[config.mk]
export PLATFORM = sky130hd
export DESIGN_NAME = vrct_out_stage
export DESIGN_NICKNAME = d
export VERILOG_FILES = /design/src/rtl/core/vrct_pkg.sv /design/src/rtl/core/vrct_out_stage.sv
export SDC_FILE = /design/constraint.sdc
export NUM_CORES = 1
export LEC_CHECK = 0
export BUFFER_PORTS_ARGS = -buffer_cell sky130_fd_sc_hd__buf_4
export CORE_MARGIN = 4
export CORE_UTILIZATION = 18
export DETAILED_ROUTE_END_ITERATION = 12
export GPL_TIMING_DRIVEN = 1
export PLACE_DENSITY = 0.86
export SLEW_MARGIN = 25
export SYNTH_ARGS = -nofsm -noshare
export SYNTH_HDL_FRONTEND = slang
export SYNTH_SLANG_ARGS = --single-unit
[constraint.sdc]
create_clock -name aclk -period 2.3 [get_ports aclk]
set_input_delay 0.345 -clock aclk [delete_from_list [all_inputs] [get_ports aclk]]
set_output_delay 0.345 -clock aclk [all_outputs]
set_load 0.03 [all_outputs]
[src/rtl/core/vrct_pkg.sv]
package vrct_pkg;

    // fixed field widths of one input word
    localparam int IDX_W  = 10;
    localparam int VAL_W  = 30;
    localparam int CNT_W  = 11;

    localparam logic [CNT_W-1:0] COUNT_MAX = {CNT_W{1'b1}};

    // kind codes
    localparam logic KIND_SET   = 1'b0;
    localparam logic KIND_COUNT = 1'b1;

    // payload travelling down the chain (valid bit kept apart, it is reset)
    typedef struct packed {
        logic             kind;
        logic [IDX_W-1:0] idx;
        logic [VAL_W-1:0] val;
        logic [VAL_W-1:0] lo;
        logic [VAL_W-1:0] hi;
        logic [CNT_W-1:0] cnt;
    } item_t;

endpackage

[src/rtl/core/vrct_out_stage.sv]
module vrct_out_stage (
    input  logic                       aclk,
    input  logic                       aresetn,
    input  logic                       tail_vld,
    input  vrct_pkg::item_t            tail_item,
    output logic                       advance,
    output logic                       m_tvalid,
    input  logic                       m_tready,
    output logic [vrct_pkg::CNT_W-1:0] m_count
);

    logic                       out_vld_reg;
    logic                       out_vld_next;
    logic [vrct_pkg::CNT_W-1:0] count_reg;

    // chain moves whenever the result slot is free or being drained
    assign advance = !out_vld_reg || m_tready;

    always_comb begin
        out_vld_next = out_vld_reg;
        if (advance) begin
            out_vld_next = tail_vld && (tail_item.kind == vrct_pkg::KIND_COUNT);
        end
    end

    always_ff @(posedge aclk) begin
        if (!aresetn) begin
            out_vld_reg <= 1'b0;
        end else begin
            out_vld_reg <= out_vld_next;
        end
    end

    always_ff @(posedge aclk) begin
        if (advance && tail_vld) begin
            count_reg <= tail_item.cnt;
        end
    end

    assign m_tvalid = out_vld_reg;
    assign m_count  = count_reg;

endmodule

==> impl_results.md, run 1 <==
* Post-synthesis sequential area ratio at 0.9032
* Highest fanout seen on the critical path at 3
* Most frequent cells in the layout: buf_4 (28), edfxtp_1 (11), clkbuf_4 (3)
* First-pass GRT wire length at 1110 um
* Routed len/inst at 10.20 um
* Via count at around 250
* Core footprint at between 2000 and 2500 um2
* Port Buffer Count at 28
* GRT Resource Usage Total at 0.05533
* Sw Share at 0.2330
* End of the critical path: advance
* Vias in the first global route at about 280
* Yosys top cell by area: edfxtp_1
* Pint at between 300 and 400 uW
* Initial core utilization at 0.1938
* Seq cells post-synth at 12
* Post-place instance area at between 600 and 700 um2
* FF-to-FF path depth at 2
* Die height at 54.42 um
* Clk Latency, worst-skew pair at 260 ps
* R2r setup slk at ~1400 ps
* Syn avg cell area at approximately 24 um2
* Gate power share at 0.160
* Std cell rows at 16
* CTS Buf Count at 3
* Post-Syn Area at 387.9 um2
* FF-to-FF End: m_count[3]$_DFFE_PP_
* Status: finished clean
* Crit path time final at 1218 ps
* CP arrival at just under 900 ps
* Final nets at 165
* Distinct cell type count after synthesis at 6
* Crit. End Element: output pin
* Total clock sinks at 12
* Reg clk slew, reported paths at 70 ps
* Worst IR Drop VDD at 255.0 uV
* Max-Cap Viols at 0
* Layout cells sized above 1 at 0.7083
* Fmax at 820.9 MHz
* Top cell type's share of synthesized area at 0.8516
* Reg2reg start: m_tvalid$_SDFFE_PN0P_
* Antenna Nets Post-Route at 0
* Largest net degree at the start of global routing at 12
* Power Dens Cells at 693.2 nW/um2
* H-tree depth at 1
* Synth Net Count at 132
* Hold buffers post-CTS at 0
* Final period utilization at 0.5296
* WS Path Type: flop to output pin
* Setup crit start kind: flop
* Synth area leaders: edfxtp_1 (85%), dfxtp_1 (5.2%), nand2b_4 (3.5%), a21boi_2 (2.9%), and2_4 (2.3%)
* Antenna violations before repair at 0
* Post-CTS Setup Bufs at 0
* Final Instance Area at around 660 um2
* Skew final at 0.5491 ps
* Vias/cell at approximately 3.3
* Number of top-level pins at between 100 and 150
* Worst slew margin at 0.9028
* Leakage at around 0.00028 uW
* Grt total ovfl at 0
* Clk pwr share at 0.278
* Gate Count Post-Synth at 16
* Root buf cell: clkbuf_4
* Switching Power at approximately 110 uW
* Min Hold Slack at 254.8 ps
* Sequential power share at 0.562
* RePlAce Congestion at 0.7307
* WL final at 765 um
* Hold Crit Start: tail_item[10]
* CTS tree: built
* Layout area overhead at 69.68%
* Synth Warn # at 0
* Die Footprint at 2962 um2
* Crit path launch: m_tvalid$_SDFFE_PN0P_
* DRC Markers at 0
* Hold Path Stages at 1
* Critical Path RT at 1960 ps
* HP Class: input port to flop
* Final Hold Viols at 0
* Worst-margin pin slew at 145.8 ps
* Final setup viols at 0
* Most common cell after layout, fill and taps aside: buf_4
* Clock buffer depth at 2
* DRT iter0 DRCs at 3
* Die span in x at 54.42 um
* Final setup TNS at 0 ps
* Unrepaired setup endpoints after global routing: false
* DR pass1 iterations at 2
* Fin. max-slew vios at 0
* Antenna diodes at 0
* Post-CTS Resized at 0
-- through the flow --
stage	instances	utilization	power, uW	setup slack [ps]
2_1_floorplan	16	-	296.3	1141
3_3_place_gp	71	0.3156	334.8	1204
3_5_place_dp	71	0.3156	335.9	1198
4_1_cts	75	0.3288	465.4	1060
5_1_grt	75	0.3288	477.7	1033
6_report	75	0.3288	456.2	1082
-- power by group through the flow --
stage	combinational, uW	sequential [uW]	clock (uW)
2_1_floorplan	9.36	287	0
3_3_place_gp	73.7	261	0
3_5_place_dp	74.1	262	0
4_1_cts	74.2	257	134
5_1_grt	77.7	258	142
6_report	73.0	256	127
-- cell usage after synthesis, drive strengths merged --
library cell and number:
nand2b 1, nand2 1, dfxtp 1, edfxtp 11
and2 1, a21boi 1
-- registers in the layout, indices dropped and copies added, names as in the netlist --
| name | count |
|---|---|
| m_tvalid | 1 |
| m_count | 11 |
-- layout make-up --
type,instances,area (um2)
clock buffer,3,22.52
tap,27,33.78
sequential,12,350.3
timing repair buffer,28,210.2
fill,212,1344
clock inverter,1,3.754
multi-input combinational,4,37.54
-- worst min-delay path by stage --
stage | end | slack (ps)
floorplan | m_count[0]$_DFFE_PP_ | 440
global placement | m_tvalid$_SDFFE_PN0P_ | 490
detailed placement | m_tvalid$_SDFFE_PN0P_ | 500
CTS | m_count[4]$_DFFE_PP_ | 240
global route | m_count[4]$_DFFE_PP_ | 240
finish | m_count[10]$_DFFE_PP_ | 250
-- kinds of logic (layout without fill, tap and decap cells) --
group,Yosys count,after routing,synth area share
AND/OR/NAND/NOR,3,3,0.06773
AO/OA/AOI/OAI,1,1,0.02903
buffers and inverters,0,32,0
flip-flops,12,12,0.9032
-- critical path, stage by stage, from the launching register on --
cell      delay, ps
dfxtp_1         370
nand2b_4         70
buf_4           170
-- metal layers --
layer	wire length [um]	vias to the layer above	part of all wire	global-route usage
met4	0	0	0	0.03734
met2	411	17	0.54	0.09761
met3	96	0	0.13	0.01907
met5	0	-	0	0
li1	-	123	-	-
met1	257	108	0.34	0.05378
No activity file was read; power rests on OpenSTA's default activity.
==> run 2: changes to the inputs <==
--- a/config.mk
+++ b/config.mk
@@ -7,10 +7,10 @@
 export LEC_CHECK = 0
 export BUFFER_PORTS_ARGS = -buffer_cell sky130_fd_sc_hd__buf_4
 export CORE_MARGIN = 4
-export CORE_UTILIZATION = 18
+export CORE_UTILIZATION = 15
 export DETAILED_ROUTE_END_ITERATION = 12
 export GPL_TIMING_DRIVEN = 1
-export PLACE_DENSITY = 0.86
+export PLACE_DENSITY = 0.77
 export SLEW_MARGIN = 25
 export SYNTH_ARGS = -nofsm -noshare
 export SYNTH_HDL_FRONTEND = slang
==> constraint.sdc (replaced) <==
create_clock -name aclk -period 1.03 [get_ports aclk]
set_input_delay 0.1545 -clock aclk [delete_from_list [all_inputs] [get_ports aclk]]
set_output_delay 0.1545 -clock aclk [all_outputs]
set_load 0.03 [all_outputs]
==> run 2 against run 1 <==
Against the previous run:
- first-iteration DRC count rose by 33%
- global-route usage fell by 0.44 points
- sequential cell count did not move
==> impl_results.md, run 2 (synthesis results as in run 1) <==
* Status: finished clean (unchanged)
* Die height at 58.85 um (was 54.42 um)
* Most common cell after layout, fill and taps aside: buf_4 (unchanged)
* GRT Resource Usage Total at 0.05091 (was 0.05533)
* RePlAce Congestion at 0.6024 (was 0.7307)
* Layout area overhead at 71.61% (was 69.68%)
* Leakage at 0.0002820 uW (was 0.0002817 uW)
* Skew final at 4.299 ps (was 0.5491 ps)
* Worst IR Drop VDD at 559.9 uV (was 255.0 uV)
* Clock buffer depth at 2 (unchanged)
* Antenna diodes at 0 (unchanged)
* Std cell rows at 18 (was 16)
* First-pass GRT wire length at 1200 um (was 1110 um)
* Vias in the first global route at 258 (was 281)
* Grt total ovfl at 0 (unchanged)
* Vias/cell at 3.346 (was 3.307)
* Final nets at 165 (unchanged)
* Post-CTS Resized at 0 (unchanged)
* CTS tree: built (unchanged)
* Worst-margin pin slew at 157.6 ps (was 145.8 ps)
* Reg clk slew, reported paths at 70 ps (about the same)
* Final setup viols at 0 (unchanged)
* Antenna violations before repair at 0 (unchanged)
* Die Footprint at 3463 um2 (was 2962 um2)
* Pint at 790.4 uW (was 349.9 uW)
* Power Dens Cells at 1549 nW/um2 (was 693.2 nW/um2)
* DP Worst Slack at 81.03 ps (was 1198 ps)
* Max-Cap Viols at 0 (unchanged)
* CTS Buf Count at 3 (unchanged)
* Worst slew margin at 0.8949 (was 0.9028)
* DRC Markers at 0 (unchanged)
* Crit. End Element: output pin (unchanged)
* Non-filler cells, final at 78 (was 75)
* Clk pwr share at 0.285 (was 0.278)
* Die span in x at 58.85 um (was 54.42 um)
* Max reg flops at 11 (unchanged)
* Final Hold Viols at 0 (unchanged)
* WL final at 887 um (was 765 um)
* Post-CTS Setup Bufs at 0 (unchanged)
* Fmax at ~1000 MHz
* Unrepaired setup endpoints after global routing: false (unchanged)
* Highest fanout seen on the critical path at 3 (unchanged)
* Clk Latency, worst-skew pair at 260 ps (about the same)
* Via count at 261 (was 248)
* Switching Power at 240.4 uW (was 106.3 uW)
* Antenna Nets Post-Route at 0 (unchanged)
* Hold buffers post-CTS at 0 (unchanged)
* Core footprint at 2477 um2 (was 2002 um2)
* Routed len/inst at 11.37 um (was 10.20 um)
* Sw Share at 0.2332 (was 0.2330)
* Initial core utilization at 0.1566 (was 0.1938)
* Crit path time final at 995.6 ps
* Gate power share at 0.159 (was 0.160)
* Layout cells sized above 1 at 0.7292 (was 0.7083)
* Number of top-level pins at 129 (unchanged)
* CP arrival at 840 ps (was 870 ps)
* Port Buffer Count at 28 (unchanged)
* Critical Path RT at 880 ps (was 1960 ps)
* Final period utilization at 0.9666
* Most frequent cells in the layout: buf_4 (28), edfxtp_1 (11), clkbuf_4 (3) (unchanged)
* Total clock sinks at 12 (unchanged)
* Final WS setup at 34.40 ps (was 1082 ps)
* DRT iter0 DRCs at 4 (was 3)
* Setup crit start kind: flop (unchanged)
* Sequential power share at 0.555 (was 0.562)
* H-tree depth at 1 (unchanged)
* Root buf cell: clkbuf_4 (unchanged)
* HP Class: input port to flop (unchanged)
* Largest net degree at the start of global routing at 12 (unchanged)
* WS Path Type: flop to output pin (unchanged)
* Post-placement cell count at 74 (was 71)
* Fin. max-slew vios at 0 (unchanged)
* DR pass1 iterations at 3 (was 2)
## run 2: final timing paths
check | endpoint | cells past startpoint | from | slack [ps]
max | advance | 2 | m_tvalid$_SDFFE_PN0P_ | 30
min | m_count[0]$_DFFE_PP_ | 1 | tail_item[0] | 60
max reg2reg | m_count[9]$_DFFE_PP_ | 2 | m_tvalid$_SDFFE_PN0P_ | 80
min reg2reg | m_tvalid$_SDFFE_PN0P_ | 2 | m_tvalid$_SDFFE_PN0P_ | 500
## run 2: through the flow
step | setup TNS [ps] | hold WS, ps | total power (uW) | utilization | cell area, um2
2_1_floorplan | -8.361 | 253.4 | 660.9 | - | 391.6
3_3_place_gp | 0 | 332.8 | 746.8 | 0.2581 | 639.4
3_5_place_dp | 0 | 334.4 | 751.8 | 0.2581 | 639.4
4_1_cts | 0 | 52.51 | 1048 | 0.2687 | 665.6
5_1_grt | 0 | 49.67 | 1072 | 0.2687 | 665.6
6_report | 0 | 61.19 | 1031 | 0.2687 | 665.6
## run 2: layout make-up
type / instances / area [um2]
fillers: 271 / 1812
flip-flops and latches: 12 / 354.1
repair buffers: 28 / 210.2
multi-input cells: 4 / 37.54
well taps: 30 / 37.54
clock buffers: 4 / 26.28
## run 2: routing by layer
| metal | vias up | GRT usage | part of all wire |
|---|---|---|---|
| li1 | 125 | - | - |
| met1 | 120 | 0.04743 | 0.30 |
| met2 | 16 | 0.07571 | 0.52 |
| met3 | 0 | 0.04386 | 0.18 |
| met4 | 0 | 0.02913 | 0 |
| met5 | - | 0 | 0 |
## run 2: critical path: stages, from the launching register on
cell      delay, ps
dfxtp_4         360
nand2b_4         60
buf_4           160
## run 2: power groups by stage
stage | Sequential, uW | Combinational, uW | Clock, uW
floorplan | 640 | 21.0 | 0
global placement | 582 | 165 | 0
detailed placement | 584 | 167 | 0
CTS | 573 | 167 | 307
global route | 575 | 173 | 324
finish | 572 | 164 | 294
