## src/rtl/core/vrct_pkg.sv

```systemverilog
package vrct_pkg;

    // fixed field widths of one input word
    localparam int IDX_W  = 10;
    localparam int VAL_W  = 30;
    localparam int CNT_W  = 11;

    localparam logic [CNT_W-1:0] COUNT_MAX = {CNT_W{1'b1}};

    // kind codes
    localparam logic KIND_SET   = 1'b0;
    localparam logic KIND_COUNT = 1'b1;

    // payload travelling down the chain (valid bit kept apart, it is reset)
    typedef struct packed {
        logic             kind;
        logic [IDX_W-1:0] idx;
        logic [VAL_W-1:0] val;
        logic [VAL_W-1:0] lo;
        logic [VAL_W-1:0] hi;
        logic [CNT_W-1:0] cnt;
    } item_t;

endpackage

```

## src/rtl/core/vrct_cell.sv

```systemverilog
module vrct_cell #(
    parameter int VALUE_BITS = 30,
    parameter int CELL_INDEX = 0
) (
    input  logic           aclk,
    input  logic           aresetn,
    input  logic           advance,
    input  logic           in_vld,
    input  vrct_pkg::item_t in_item,
    output logic           out_vld,
    output vrct_pkg::item_t out_item
);

    localparam int CMP_W = (VALUE_BITS > vrct_pkg::VAL_W) ? VALUE_BITS : vrct_pkg::VAL_W;
    localparam bit IDX_REACHABLE = (CELL_INDEX < (1 << vrct_pkg::IDX_W));

    logic [VALUE_BITS-1:0] value_reg;
    logic                  entry_valid_reg;
    logic                  vld_reg;
    vrct_pkg::item_t       item_reg;
    vrct_pkg::item_t       item_next;

    logic hit_set;
    logic in_range;

    assign hit_set = in_vld && (in_item.kind == vrct_pkg::KIND_SET) && IDX_REACHABLE
                     && (in_item.idx == vrct_pkg::IDX_W'(CELL_INDEX));

    assign in_range = entry_valid_reg
                      && (CMP_W'(value_reg) >= CMP_W'(in_item.lo))
                      && (CMP_W'(value_reg) <= CMP_W'(in_item.hi));

    always_comb begin
        item_next = in_item;
        if (in_vld && (in_item.kind == vrct_pkg::KIND_COUNT) && in_range
            && (in_item.cnt != vrct_pkg::COUNT_MAX)) begin
            item_next.cnt = in_item.cnt + vrct_pkg::CNT_W'(1);
        end
    end

    always_ff @(posedge aclk) begin
        if (!aresetn) begin
            entry_valid_reg <= 1'b0;
            vld_reg         <= 1'b0;
        end else if (advance) begin
            vld_reg <= in_vld;
            if (hit_set) begin
                entry_valid_reg <= 1'b1;
            end
        end
    end

    always_ff @(posedge aclk) begin
        if (advance) begin
            item_reg <= item_next;
            if (hit_set) begin
                value_reg <= VALUE_BITS'(in_item.val);
            end
        end
    end

    assign out_vld  = vld_reg;
    assign out_item = item_reg;

    // a set hit lands in this cell
    a_set_lands: assert property (@(posedge aclk) disable iff (!aresetn)
        (advance && hit_set) |=> (entry_valid_reg
                                  && value_reg == VALUE_BITS'($past(in_item.val))))
        else $error("set word did not land in its cell");

    // an entry once valid never drops
    a_valid_sticky: assert property (@(posedge aclk) disable iff (!aresetn)
        entry_valid_reg |=> entry_valid_reg)
        else $error("entry valid flag dropped");

    // a stall freezes the slot
    a_stall_hold: assert property (@(posedge aclk) disable iff (!aresetn)
        !advance |=> (vld_reg == $past(vld_reg)))
        else $error("chain slot moved during stall");

    // count passing a cell only grows
    a_cnt_grows: assert property (@(posedge aclk) disable iff (!aresetn)
        (advance && in_vld && in_item.kind == vrct_pkg::KIND_COUNT)
        |=> (item_reg.cnt >= $past(in_item.cnt)))
        else $error("running count shrank");

endmodule

```

## config.mk

```make
export PLATFORM = sky130hd
export DESIGN_NAME = vrct_cell
export DESIGN_NICKNAME = d
export VERILOG_FILES = /design/src/rtl/core/vrct_pkg.sv /design/src/rtl/core/vrct_cell.sv
export SDC_FILE = /design/constraint.sdc
export NUM_CORES = 1
export LEC_CHECK = 0
export ABC_CLOCK_PERIOD_IN_PS = 7200
export BUFFER_PORTS_ARGS = -buffer_cell sky130_fd_sc_hd__buf_2
export CAP_MARGIN = 25
export CELL_PAD_IN_SITES_DETAIL_PLACEMENT = 1
export CELL_PAD_IN_SITES_GLOBAL_PLACEMENT = 1
export CORE_ASPECT_RATIO = 0.9
export CORE_MARGIN = 4
export CORE_UTILIZATION = 42
export DETAILED_ROUTE_END_ITERATION = 10
export PLACE_DENSITY = 0.81
export SETUP_SLACK_MARGIN = 0.3
export SLEW_MARGIN = 5
export SYNTH_ARGS = -nofsm -noshare
export SYNTH_HDL_FRONTEND = slang
export SYNTH_SLANG_ARGS = --single-unit
```

## constraint.sdc

```tcl
create_clock -name aclk -period 7.2 [get_ports aclk]
set_input_delay 0.36 -clock aclk [delete_from_list [all_inputs] [get_ports aclk]]
set_output_delay 0.36 -clock aclk [all_outputs]
set_load 0.02 [all_outputs]
```

==> results of run 1 <==
[cell type report]
type | instances | share of cell area
clock inverters | 12 | 0.0176
well taps | 193 | 0.0298
clock buffers | 20 | 0.0539
repair buffers | 229 | 0.142
flip-flops and latches | 144 | 0.531
inverters | 62 | 0.0287
multi-input cells | 201 | 0.197
diodes | 1 | 0.000309
[logic make-up (layout without fill, tap and decap cells)]
kind of cell | after synthesis | after routing | synth area share
compound gates | 46 | 46 | 0.0469
xor+xnor | 8 | 8 | 0.0114
fa+ha+maj | 61 | 61 | 0.124
buf+inv | 63 | 323 | 0.0388
flops | 144 | 144 | 0.702
mux | 3 | 3 | 0.00530
other cells | 0 | 1 | 0
simple gates | 83 | 83 | 0.0716
[power by group]
part           internal (uW)  total [uW]  switching [uW]
clock                    540         870             330
sequential               979         992            12.9
combinational           77.1         228             151
total                   1600        2090             494
[through the flow]
stage	power [uW]	hold WS [ps]	area (sq um)	worst slack (ps)
finish	2090	126	8110	4220
global route	2180	98.5	8110	4050
CTS	2110	100	8100	4210
detailed placement	1240	475	7520	4150
global placement	1230	462	7520	4170
floorplan	1120	433	6130	4570
[placed cells by master (no fill, tap or decap), drive strengths merged]
cell type,count
a221o,2
ha,61
clkbuf,20
mux2,2
nor2,14
nor4,4
a211oi,5
nand3,11
xnor2,7
a32oi,1
o21a,1
buf,229
a21oi,21
dfxtp,2
nand4,10
a311o,1
o211ai,1
inv,62
xor2,1
mux2i,1
and3,4
nand4b,3
bufinv,3
nand2b,2
and3b,1
and4,3
o31ai,1
edfxtp,142
and2,1
clkinv,9
nor3,2
diode,1
a211o,1
nand2,24
o21ai,9
nor2b,3
or4,1
a21o,3
[worst paths after layout]
| kind | start | end | slack (ps) | depth (start not counted) |
|---|---|---|---|---|
| setup / recovery | value_reg[2] | out_item[1] | 4220 | 8 |
| hold / removal | in_item[60] | out_item[60] | 130 | 1 |
| setup reg to reg | value_reg[2] | out_item[1] | 4220 | 8 |
| hold reg to reg | entry_valid_reg | entry_valid_reg | 480 | 1 |
[per-layer routing]
layer  vias to the layer above  GRT usage
li1                       2015          -
met1                      2089      0.223
met2                       164      0.381
met3                        25     0.0689
met4                         4     0.0768
met5                         -          0
==> flow_metrics.tcl, run 1 <==
set metrics [dict create \
    outcome "completed" \
    critPathRequiredTime_ps 7370 \
    drt-total-wl_um 16900 \
    slew_headroom 0.404 \
    hpwl_um 13300 \
    grt_pass1_wl_um 25600 \
    grt_overflow 0 \
    gr-usage-all-layers 0.207 \
    synth_top_area_share 0.695 \
    avgSynthCellArea_sq_um 15.0 \
    route.met3.wl_um 1310 \
    ant_nets 0 \
    path_cells "ha_1 -> a211oi_1 -> o21ai_1 -> a211oi_1 -> o31ai_1 -> a311o_1 -> and3b_1 -> mux2_1" \
    async_reset_ff_frac 0 \
    synth-warning-count 0 \
    cap_violations 0 \
    grt_start_max_net_pins 67 \
    fin_skew_ps 7.23 \
    drive_gt1_frac 0.388 \
    setup_viol 0 \
    fin_crit_ps 2980 \
    viasPerCell 4.98 \
    register_area_sq_um 4300 \
    cts_made_buffers 17 \
    largest_register_ffs 112 \
    synth_ff_type "edfxtp_1" \
    dieHeight_um 123 \
    top_layer "met5" \
    syn_area_sq_um 6130 \
    cp_max_fo 10 \
    coreArea_sq_um 14200 \
    dr.pass1.iters 4 \
    area_growth_pct 32.1 \
    ctsHoldBuffers 0 \
    clk_latency_ps 420 \
    synth_cell_types 37 \
    synth-seq-cells 144 \
    clockBufferDepth 2 \
    cp_slowest_stage_delay_ps 530 \
    worstPathArrival_ps 3150 \
    final_cells 862 \
    postCtsSetupBuffers 0 \
    post_cts_resize_count 0 \
    antenna_found_initial 3 \
    cts_tree "done" \
    synth_top_cell_by_area "edfxtp_1" \
    path_buf_inv 0 \
    critPathLaunchType "flip-flop" \
    dp.cells 829 \
    holdCritPathClass "in -> reg" \
    synth-edff-count 142 \
    clkTransAtPathRegs_ps 60 \
    ir_worst_vdd_uv 234 \
    crit_slowest_cell "a311o_1" \
    io_buffers 228 \
    rows 41 \
    nNetsFinal 832 \
    grt_pass1_vias 4849 \
    yosys-top-cells-area "edfxtp_1, ha_1, inv_1" \
    h-tree-depth 4 \
    die_x_um 135 \
    synth_seq_area_share 0.702 \
    multi_input_area_sq_um 1590 \
    tightest_slew_ps 894 \
    clkSinkCount 144 \
    route.vias.total 4297 \
    wl_per_cell_um 19.6 \
    tns_ps 0 \
    powerDensity_nw_per_um2 258 \
    cp_top_family "compound AO/OA/AOI/OAI gates" \
    hold_viol_final 0 \
    maxSlewViolCount 0 \
    drt_iter0_drc 174 \
    criticalPathCategory "reg -> reg" \
    fmax_mhz 336 \
    p_leak_uw 0.00365 \
    wl_met2_um 8980 \
    cp_common_cell "a211oi_1" \
    nFillCells 1509 \
    synth_nets 585 \
    syn_inst 408 \
    final_util 0.572 \
    root_buffer "clkbuf_16" \
    yosysMostFrequentCell "edfxtp_1" \
    wl_met1_um 6310 \
    cp-end-kind "flip-flop" \
    io_pins 229 \
    timing.final.crit_share 0.414 \
    synth_common_cells "edfxtp_1, inv_1, ha_1" \
    die_area_sq_um 16600 \
    post-route-drc-count 0 \
    rsz0062_at_grt "false" \
    gp_congestion 0.763 \
    initial_core_util 0.433 \
]
(Power assumes the default switching activity.)
==> inputs of run 2 (changes only) <==
--- a/config.mk
+++ b/config.mk
@@ -5,16 +5,16 @@
 export SDC_FILE = /design/constraint.sdc
 export NUM_CORES = 1
 export LEC_CHECK = 0
-export ABC_CLOCK_PERIOD_IN_PS = 7200
+export ABC_CLOCK_PERIOD_IN_PS = 3000
 export BUFFER_PORTS_ARGS = -buffer_cell sky130_fd_sc_hd__buf_2
 export CAP_MARGIN = 25
 export CELL_PAD_IN_SITES_DETAIL_PLACEMENT = 1
 export CELL_PAD_IN_SITES_GLOBAL_PLACEMENT = 1
 export CORE_ASPECT_RATIO = 0.9
 export CORE_MARGIN = 4
-export CORE_UTILIZATION = 42
+export CORE_UTILIZATION = 39
 export DETAILED_ROUTE_END_ITERATION = 10
-export PLACE_DENSITY = 0.81
+export PLACE_DENSITY = 0.76
 export SETUP_SLACK_MARGIN = 0.3
 export SLEW_MARGIN = 5
 export SYNTH_ARGS = -nofsm -noshare
==> constraint.sdc (replaced) <==
create_clock -name aclk -period 3 [get_ports aclk]
set_input_delay 0.15 -clock aclk [delete_from_list [all_inputs] [get_ports aclk]]
set_output_delay 0.15 -clock aclk [all_outputs]
set_load 0.02 [all_outputs]
==> run 2 against run 1 <==
  * Clock skew is 2.0 ps higher
  * Design area grew 16%
  * Sequential share of layout area is 7.4 points lower
  * Core utilization increased by 3.7 points
  * Routed wire length increased by 13%
==> flow_metrics.tcl, run 2 (synthesis results as in run 1) <==
set metrics [dict create \
    criticalPathCategory "in -> reg" \
    r2r-start "value_reg[5]" \
    clkTransAtPathRegs_ps 60 \
    ant_nets 0 \
    wl_per_cell_um 19.3 \
    nNetsFinal 947 \
    fin_skew_ps 9.24 \
    drive_gt1_frac 0.374 \
    viasPerCell 4.82 \
    drt_iter0_drc 179 \
    cp-end-kind "flip-flop" \
    powerDensity_nw_per_um2 554 \
    cp_slowest_stage_delay_ps 540 \
    postLayoutCellArea_sq_um 9420 \
    p_leak_uw 0.00417 \
    path_cells "dlygate4sd3_1 -> buf_2 -> inv_1 -> ha_1 -> a211oi_2 -> nor2_1 -> a211oi_2 -> o31ai_2 -> a311o_1 -> and3b_2 -> mux2_4" \
    dr.pass1.iters 4 \
    nFillCells 1587 \
    gr-usage-all-layers 0.215 \
    route.met3.wl_um 1080 \
    fmax_mhz 357 \
    tightest_slew_ps 724 \
    register_area_sq_um 4300 \
    reg2reg_slack_ps 230 \
    initial_core_util 0.397 \
    largest_register_ffs 112 \
    hold_path_end "out_item[10]" \
    cp_max_fo 4 \
    maxSlewViolCount 0 \
    worst_slack_ps 201 \
    coreArea_sq_um 15400 \
    drt-total-wl_um 19000 \
    io_pins 229 \
    gp_congestion 0.817 \
    placed_cell_area_sq_um 7600 \
    grt_overflow 0 \
    cts_made_buffers 17 \
    fin_crit_ps 2800 \
    layout_common_cells "buf_2, edfxtp_1, dlygate4sd3_1, inv_1, ha_1" \
    critPathRequiredTime_ps 3170 \
    cts_tree "done" \
    clockBufferDepth 2 \
    route.vias.total 4748 \
    grt_pass1_vias 5451 \
    grt_start_max_net_pins 114 \
    hpwl_um 12700 \
    wl_met1_um 7150 \
    rows 43 \
    top_layer "met4" \
    die_x_um 140 \
    ir_worst_vdd_uv 484 \
    rr_endpoint "out_item[1]" \
    clkSinkCount 144 \
    clk_latency_ps 420 \
    rsz0062_at_grt "true" \
    die_area_sq_um 17800 \
    multi_input_area_sq_um 1730 \
    final_common_cell "buf_2" \
    antenna_found_initial 1 \
    outcome "completed" \
    timing.final.crit_share 0.933 \
    crit_slowest_cell "dlygate4sd3_1" \
    worstHoldStart "in_item[10]" \
    dieHeight_um 127 \
    cp_common_cell "a211oi_2" \
    place_ws_ps 67.1 \
    h-tree-depth 4 \
    wl_met2_um 10400 \
    r2r_cells 8 \
    post-route-drc-count 0 \
    grt_pass1_wl_um 29500 \
    io_buffers 228 \
    hold_viol_final 0 \
    critPathLaunchType "input port" \
    cap_violations 0 \
    worstPathArrival_ps 2970 \
    min_path_cells 3 \
    slew_headroom 0.513 \
    area_growth_pct 53.5 \
    tns_ps 0 \
    root_buffer "clkbuf_16" \
    setup_viol 0 \
    holdCritPathClass "in -> reg" \
]
-- run 2: critical path: cells and delay by family --
| kind | cells | cell delay [ps] |
|---|---|---|
| compound gates | 4 | 1100 |
| fa+ha+maj | 1 | 330 |
| buf+inv | 3 | 710 |
| mux | 1 | 300 |
| simple gates | 2 | 360 |
-- run 2: power by group --
| part | switching [uW] | leakage (uW) | internal (uW) |
|---|---|---|---|
| combinational | 395 | 0.00250 | 285 |
| clock | 856 | 0.000288 | 1300 |
| sequential | 33.8 | 0.00138 | 2350 |
| total | 1280 | 0.00417 | 3940 |
-- run 2: worst max-delay path by stage --
stage	from	endpoint	slack [ps]	cells past startpoint
floorplan	value_reg[4]	out_item[1]	380	8
global placement	value_reg[2]	out_item[1]	150	8
detailed placement	value_reg[2]	out_item[1]	70	8
CTS	value_reg[2]	out_item[1]	300	8
global route	value_reg[5]	out_item[1]	130	8
finish	in_item[46]	out_item[1]	200	11
-- run 2: per-stage QoR --
| stage | cells | hold WS [ps] | total power (uW) | utilization |
|---|---|---|---|---|
| 2_1_floorplan | 408 | 249 | 2680 | - |
| 3_3_place_gp | 843 | 337 | 2950 | 0.492 |
| 3_5_place_dp | 843 | 341 | 2970 | 0.492 |
| 4_1_cts | 983 | 2.11 | 5230 | 0.600 |
| 5_1_grt | 986 | 20.1 | 5420 | 0.610 |
| 6_report | 986 | 14.2 | 5220 | 0.610 |
-- run 2: area by class of cell --
class,instances,share of cell area
Sequential cell,144,0.457
Clock buffer,17,0.0452
Inverter,62,0.0247
Clock inverter,15,0.0178
Tap cell,202,0.0268
Multi-Input combinational cell,201,0.183
Timing Repair Buffer,344,0.245
Antenna cell,1,0.000266
-- run 2: repair_timing --
action / CTS / global route
hold buffers: 102 / 0
setup endpoints to repair: 9 / 10
endpoints found under the hold margin: 133 / 0
gates cloned: 0 / 0
setup buffers: 6 / 2
pin swaps: 7 / 10
gates resized for setup: 3 / 19
-- run 2: routing by layer --
metal | global-route usage | vias to the layer above
met3 | 0.0595 | 27
li1 | - | 2242
met2 | 0.399 | 164
met4 | 0.0729 | 0
met1 | 0.237 | 2315
met5 | 0 | -
